File: src/rtl/rational_arithmetic_unit_macros.svh
// ----------------------------------------------------------------------------
// rational_arithmetic_unit_macros
// assertion macros for the rational arithmetic unit datapath (rau_dp)
// ----------------------------------------------------------------------------
`ifndef RATIONAL_ARITHMETIC_UNIT_MACROS_SVH
`define RATIONAL_ARITHMETIC_UNIT_MACROS_SVH

// implication checked on every clock outside reset
`define RAU_ASSERT_IMP(label, ante, cons, msg) \
  label: assert property (@(posedge clk) disable iff (rst) (ante) |-> (cons)) \
    else $error(msg);

// condition that must never hold outside reset
`define RAU_ASSERT_NEVER(label, cond, msg) \
  label: assert property (@(posedge clk) disable iff (rst) !(cond)) else $error(msg);

`endif

File: src/rtl/rau_pkg.sv
// ----------------------------------------------------------------------------
// rau_pkg
// types and codes shared by the rational arithmetic unit controller and datapath
// ----------------------------------------------------------------------------
package rau_pkg;

  // operation codes
  localparam logic [2:0] OP_ADD = 3'd0;
  localparam logic [2:0] OP_SUB = 3'd1;
  localparam logic [2:0] OP_MUL = 3'd2;
  localparam logic [2:0] OP_DIV = 3'd3;
  localparam logic [2:0] OP_CMP = 3'd4;
  localparam logic [2:0] OP_RED = 3'd5;

  // status codes
  localparam logic [1:0] ST_OK       = 2'd0;
  localparam logic [1:0] ST_ZERO_DEN = 2'd1;
  localparam logic [1:0] ST_OVERFLOW = 2'd2;

  // compare codes
  localparam logic [1:0] ORD_LT = 2'd0;
  localparam logic [1:0] ORD_EQ = 2'd1;
  localparam logic [1:0] ORD_GT = 2'd2;

  // datapath micro-operations
  typedef enum logic [4:0] {
    MOP_NONE,
    MOP_LOAD,
    MOP_XY_A,
    MOP_XY_B,
    MOP_XY_DEN,
    MOP_GCD,
    MOP_DIVX,
    MOP_DIVY,
    MOP_A_SET,
    MOP_B_SET,
    MOP_MUL_TA,
    MOP_MUL_TB,
    MOP_MUL_DEN,
    MOP_ADD,
    MOP_MUL_NUM,
    MOP_MUL_DD,
    MOP_CMP_TA,
    MOP_CMP_TB,
    MOP_CMP,
    MOP_FIN,
    MOP_PUBLISH
  } mop_t;

  typedef struct packed {
    mop_t mop;
  } cmd_t;

  typedef struct packed {
    logic       special;   // result already settled at load
    logic       busy;      // gcd or divider running
    logic       out_full;  // output register holds an untaken result
    logic [2:0] op;
  } stat_t;

endpackage

File: src/rtl/rau_ctrl.sv
// ----------------------------------------------------------------------------
// rau_ctrl
// sequencer that steps the datapath through normalise, combine and check
// ----------------------------------------------------------------------------
module rau_ctrl (
  input  logic           clk,
  input  logic           rst,
  input  logic           in_valid,
  output logic           in_ready,
  input  logic           out_ready,
  input  rau_pkg::stat_t stat,
  output rau_pkg::cmd_t  cmd
);
  import rau_pkg::*;

  typedef enum logic [3:0] {
    S_IDLE = 4'b0001,
    S_RUN  = 4'b0010,
    S_WAIT = 4'b0100,
    S_DONE = 4'b1000
  } state_t;

  state_t     state, state_next;
  logic [4:0] pc, pc_next;
  logic [4:0] step_next;
  mop_t       step_mop;
  logic       go_wait;
  logic       go_done;

  // microprogram
  always_comb begin
    step_mop  = MOP_NONE;
    step_next = pc + 5'd1;
    go_wait   = 1'b0;
    go_done   = 1'b0;
    unique case (pc)
      5'd0: begin
        if (stat.special) go_done = 1'b1;
        else step_mop = MOP_XY_A;
      end
      5'd1, 5'd6, 5'd11, 5'd21: begin
        step_mop = MOP_GCD;
        go_wait  = 1'b1;
      end
      5'd2, 5'd7, 5'd12, 5'd22: begin
        step_mop = MOP_DIVX;
        go_wait  = 1'b1;
      end
      5'd3, 5'd8, 5'd13, 5'd23: begin
        step_mop = MOP_DIVY;
        go_wait  = 1'b1;
      end
      5'd4: begin
        step_mop = MOP_A_SET;
        if (stat.op == OP_RED) step_next = 5'd24;
      end
      5'd5: step_mop = MOP_XY_B;
      5'd9: begin
        step_mop = MOP_B_SET;
        priority if (stat.op == OP_CMP) step_next = 5'd25;
        else if (stat.op == OP_MUL || stat.op == OP_DIV) step_next = 5'd18;
        else step_next = 5'd10;
      end
      5'd10: step_mop = MOP_XY_DEN;
      5'd14: step_mop = MOP_MUL_TA;
      5'd15: step_mop = MOP_MUL_TB;
      5'd16: step_mop = MOP_MUL_DEN;
      5'd17: begin
        step_mop  = MOP_ADD;
        step_next = 5'd21;
      end
      5'd18: step_mop = MOP_MUL_NUM;
      5'd19: begin
        step_mop  = MOP_MUL_DD;
        step_next = 5'd21;
      end
      5'd24: begin
        step_mop = MOP_FIN;
        go_done  = 1'b1;
      end
      5'd25: step_mop = MOP_CMP_TA;
      5'd26: step_mop = MOP_CMP_TB;
      5'd27: begin
        step_mop = MOP_CMP;
        go_done  = 1'b1;
      end
      default: go_done = 1'b1;
    endcase
  end

  always_comb begin
    state_next = state;
    pc_next    = pc;
    cmd.mop    = MOP_NONE;
    unique case (state)
      S_IDLE: begin
        if (in_valid) begin
          cmd.mop    = MOP_LOAD;
          pc_next    = 5'd0;
          state_next = S_RUN;
        end
      end
      S_RUN: begin
        cmd.mop = step_mop;
        pc_next = step_next;
        priority if (go_done) state_next = S_DONE;
        else if (go_wait) state_next = S_WAIT;
        else state_next = S_RUN;
      end
      S_WAIT: begin
        if (!stat.busy) state_next = S_RUN;
      end
      S_DONE: begin
        if (!stat.out_full || out_ready) begin
          cmd.mop    = MOP_PUBLISH;
          state_next = S_IDLE;
        end
      end
      default: state_next = S_IDLE;
    endcase
  end

  always_ff @(posedge clk) begin
    if (rst) begin
      state <= S_IDLE;
      pc    <= 5'd0;
    end else begin
      state <= state_next;
      pc    <= pc_next;
    end
  end

  assign in_ready = (state == S_IDLE);

endmodule

File: config.mk
export PLATFORM = sky130hd
export DESIGN_NAME = rau_ctrl
export DESIGN_NICKNAME = d
export VERILOG_FILES = /design/src/rtl/rational_arithmetic_unit_macros.svh /design/src/rtl/rau_pkg.sv /design/src/rtl/rau_ctrl.sv
export SDC_FILE = /design/constraint.sdc
export NUM_CORES = 1
export LEC_CHECK = 0
export ABC_CLOCK_PERIOD_IN_PS = 4200
export BUFFER_PORTS_ARGS = -buffer_cell sky130_fd_sc_hd__buf_4
export CAP_MARGIN = 40
export CORE_MARGIN = 3
export CORE_UTILIZATION = 41
export CTS_BUF_LIST = sky130_fd_sc_hd__clkbuf_4 sky130_fd_sc_hd__clkbuf_8
export DETAILED_ROUTE_END_ITERATION = 16
export PLACE_DENSITY = 0.59
export SYNTH_ARGS = -nofsm -noshare
export SYNTH_HDL_FRONTEND = slang
export SYNTH_SLANG_ARGS = --single-unit
File: constraint.sdc
create_clock -name clk -period 4.2 [get_ports clk]
set_clock_uncertainty 0.1 [all_clocks]
set_input_delay 0.42 -clock clk [delete_from_list [all_inputs] [get_ports clk]]
set_output_delay 0.42 -clock clk [all_outputs]
set_load 0.02 [all_outputs]
==> flow_metrics.tcl <==
set metrics [dict create \
    status "completed" \
    hold_path_class "input pin to register" \
    grt_max_degree 29 \
    fmax_ghz 0.319 \
    timing.rr.start "pc[3]" \
    p_leak_nw 0.486 \
    drt_iter0_drc 56 \
    hold_violations 0 \
    cts.path.max_buffers 2 \
    area_growth_pct 9.73 \
    grt_first_pass_wirelength_um 5610 \
    power_density_nw_per_um2 211 \
    clock_latency_ns 0.26 \
    synthCells 171 \
    routedWlPerCell_um 15.9 \
    drt-total-wl_um 3280 \
    post-route-period-util 0.746 \
    hpwl_um 2420 \
    holdBufCountCts 0 \
    drc_errors 0 \
    synth.avg_cell_area_um2 7.00 \
    rsz0062_at_grt "no" \
    dr_total_vias 1295 \
    htree_levels 1 \
    critPathMaxFanout 10 \
    postCtsSetupRepairBufs 0 \
    async_flop_share 0 \
    clock_sinks 9 \
    post_dp_cell_area_um2 1280 \
    ys_ff_latch 9 \
    synth_flop_cell "dfxtp_1" \
    fin_tns_setup_ns 0 \
    detail_route.vias_per_cell 6.29 \
    synth-edff-count 0 \
    final_nets 193 \
    mostFrequentLayoutCells "nor2_1, buf_4, a21oi_1" \
    holdPathEnd "state[3]" \
    yosysUniqueCellTypes 54 \
    rrSetupSlack_ns 1.51 \
    num_rows 18 \
    min_period_ns 3.14 \
    clockRootBuffer "clkbuf_4" \
    grt_overflow 0 \
    start_util 0.458 \
    cts_buffers 3 \
    final_area_um2 1310 \
    crit_required_ns 3.68 \
    cp-end-kind "primary output" \
    final_common_cell "nor2_1" \
    gp_congestion 0.918 \
    firstDrtPassIters 4 \
    io_pins 16 \
    worstSetupPathType "register to primary output" \
    ant_nets 0 \
    ys_seq_area_frac 0.151 \
    cts_tree "yes" \
    synth_nets 187 \
    antenna_cells 0 \
    clkTransAtPathRegs_ns 0.06 \
    tightest_slew_ns 0.921 \
    grt_usage 0.198 \
    die_w_um 60.0 \
    dieArea_um2 3600 \
    port_buffers 15 \
    core_area_um2 2610 \
    min_path_cells 2 \
    synth_area_um2 1200 \
    start_kind "register" \
    worstPathArrival_ns 2.62 \
    reg2reg_depth 5 \
    finalPower_mw 0.277 \
    antenna_found_initial 0 \
    min_from "rst" \
    drive_gt1_frac 0.148 \
    drv_cap 0 \
    grt_pass1_vias 1186 \
    die_h_um 60.0 \
    peakVddDrop_uv 303 \
    timing.hold.ws_ns 0.277 \
    relSlewSlack 0.385 \
    setup_viol 0 \
    cts_resized 0 \
    maxSlewViolCount 0 \
    timing.rr.end "state[3]" \
    synth_warnings 0 \
]
[worst max-delay path by stage]
stage                      from  endpoint  slack [ns]  cells past startpoint
after floorplan           pc[3]    cmd[1]        1.67                      9
after global placement    pc[0]    cmd[1]        1.45                      8
after detailed placement  pc[0]    cmd[1]        1.38                      8
after CTS                 pc[0]    cmd[1]        1.09                      8
after global routing      pc[0]    cmd[1]        0.87                      8
final                     pc[0]    cmd[3]        1.06                      8
[synth_stat cells (all sizes together) (2+ instances only)]
library cell,count,area [µm²]
mux2i,3,30.0
o21ai,7,35.0
o22ai,3,18.8
xor2,2,17.5
or2,2,12.5
dfxtp,9,180
o211ai,4,30.0
buf,4,26.3
or4,2,15.0
or3,2,12.5
o31ai,3,22.5
mux2,2,26.3
nand3,5,25.0
nor3,5,25.0
inv,11,41.3
a31oi,6,37.5
or3b,2,17.5
nand3b,5,37.5
clkbuf,10,37.5
a22oi,2,15.0
o41ai,2,17.5
ha,6,75.1
nor4,2,12.5
nand2,10,37.5
nor2,16,60.1
a21oi,12,63.8
nor2b,4,25.0
nor4b,2,17.5
a22o,3,26.3
nand2b,5,31.3
[per-stage QoR]
stage / setup slack (ns) / util / cells
after global routing: 0.869 / 0.502 / 206
after detailed placement: 1.38 / 0.491 / 202
after floorplan: 1.67 / - / 171
after global placement: 1.45 / 0.491 / 202
after CTS: 1.09 / 0.502 / 206
final: 1.06 / 0.502 / 206
[flip-flops by register name, indices dropped and copies added, names as in the netlist]
signal,flops
state,4
pc,5
[final cells by class]
cell class	count	area, µm²
clock buffer	4	30.0
inverter	11	41.3
timing repair buffer	15	113
sequential	9	180
tap	30	37.5
multi-input combinational	137	911
fill	276	1300
[report_power, final]
part	internal [mW]	switching [mW]	total, mW
combinational	0.0452	0.0556	0.101
sequential	0.0912	0.0114	0.103
clock	0.0431	0.0307	0.0738
[cell families (layout without fill, tap and decap cells)]
logic type      Yosys count  in the layout  synth area share
mux                       5              5            0.0471
simple gates             68             68             0.316
xor+xnor                  3              3            0.0220
buf+inv                  25             30            0.0879
fa+ha+maj                 6              6            0.0628
compound gates           55             55             0.314
flops                     9              9             0.151
[per-layer routing]
metal / GRT usage / part of all wire / vias up
li1: - / - / 651
met1: 0.285 / 0.48 / 601
met2: 0.309 / 0.46 / 43
met3: 0.0367 / 0.059 / 0
met4: 0.0316 / 0 / 0
met5: 0 / 0 / -
[worst max-delay path, stage by stage, from the launching register on]
cell and delay (ns):
dfxtp_1 0.42, inv_1 0.11, ha_1 0.34, or2_2 0.35, a22oi_1 0.18, o22ai_1 0.17, o41ai_1 0.51, a21oi_1 0.09
buf_4 0.18
Power figures use the tool's default switching activity.
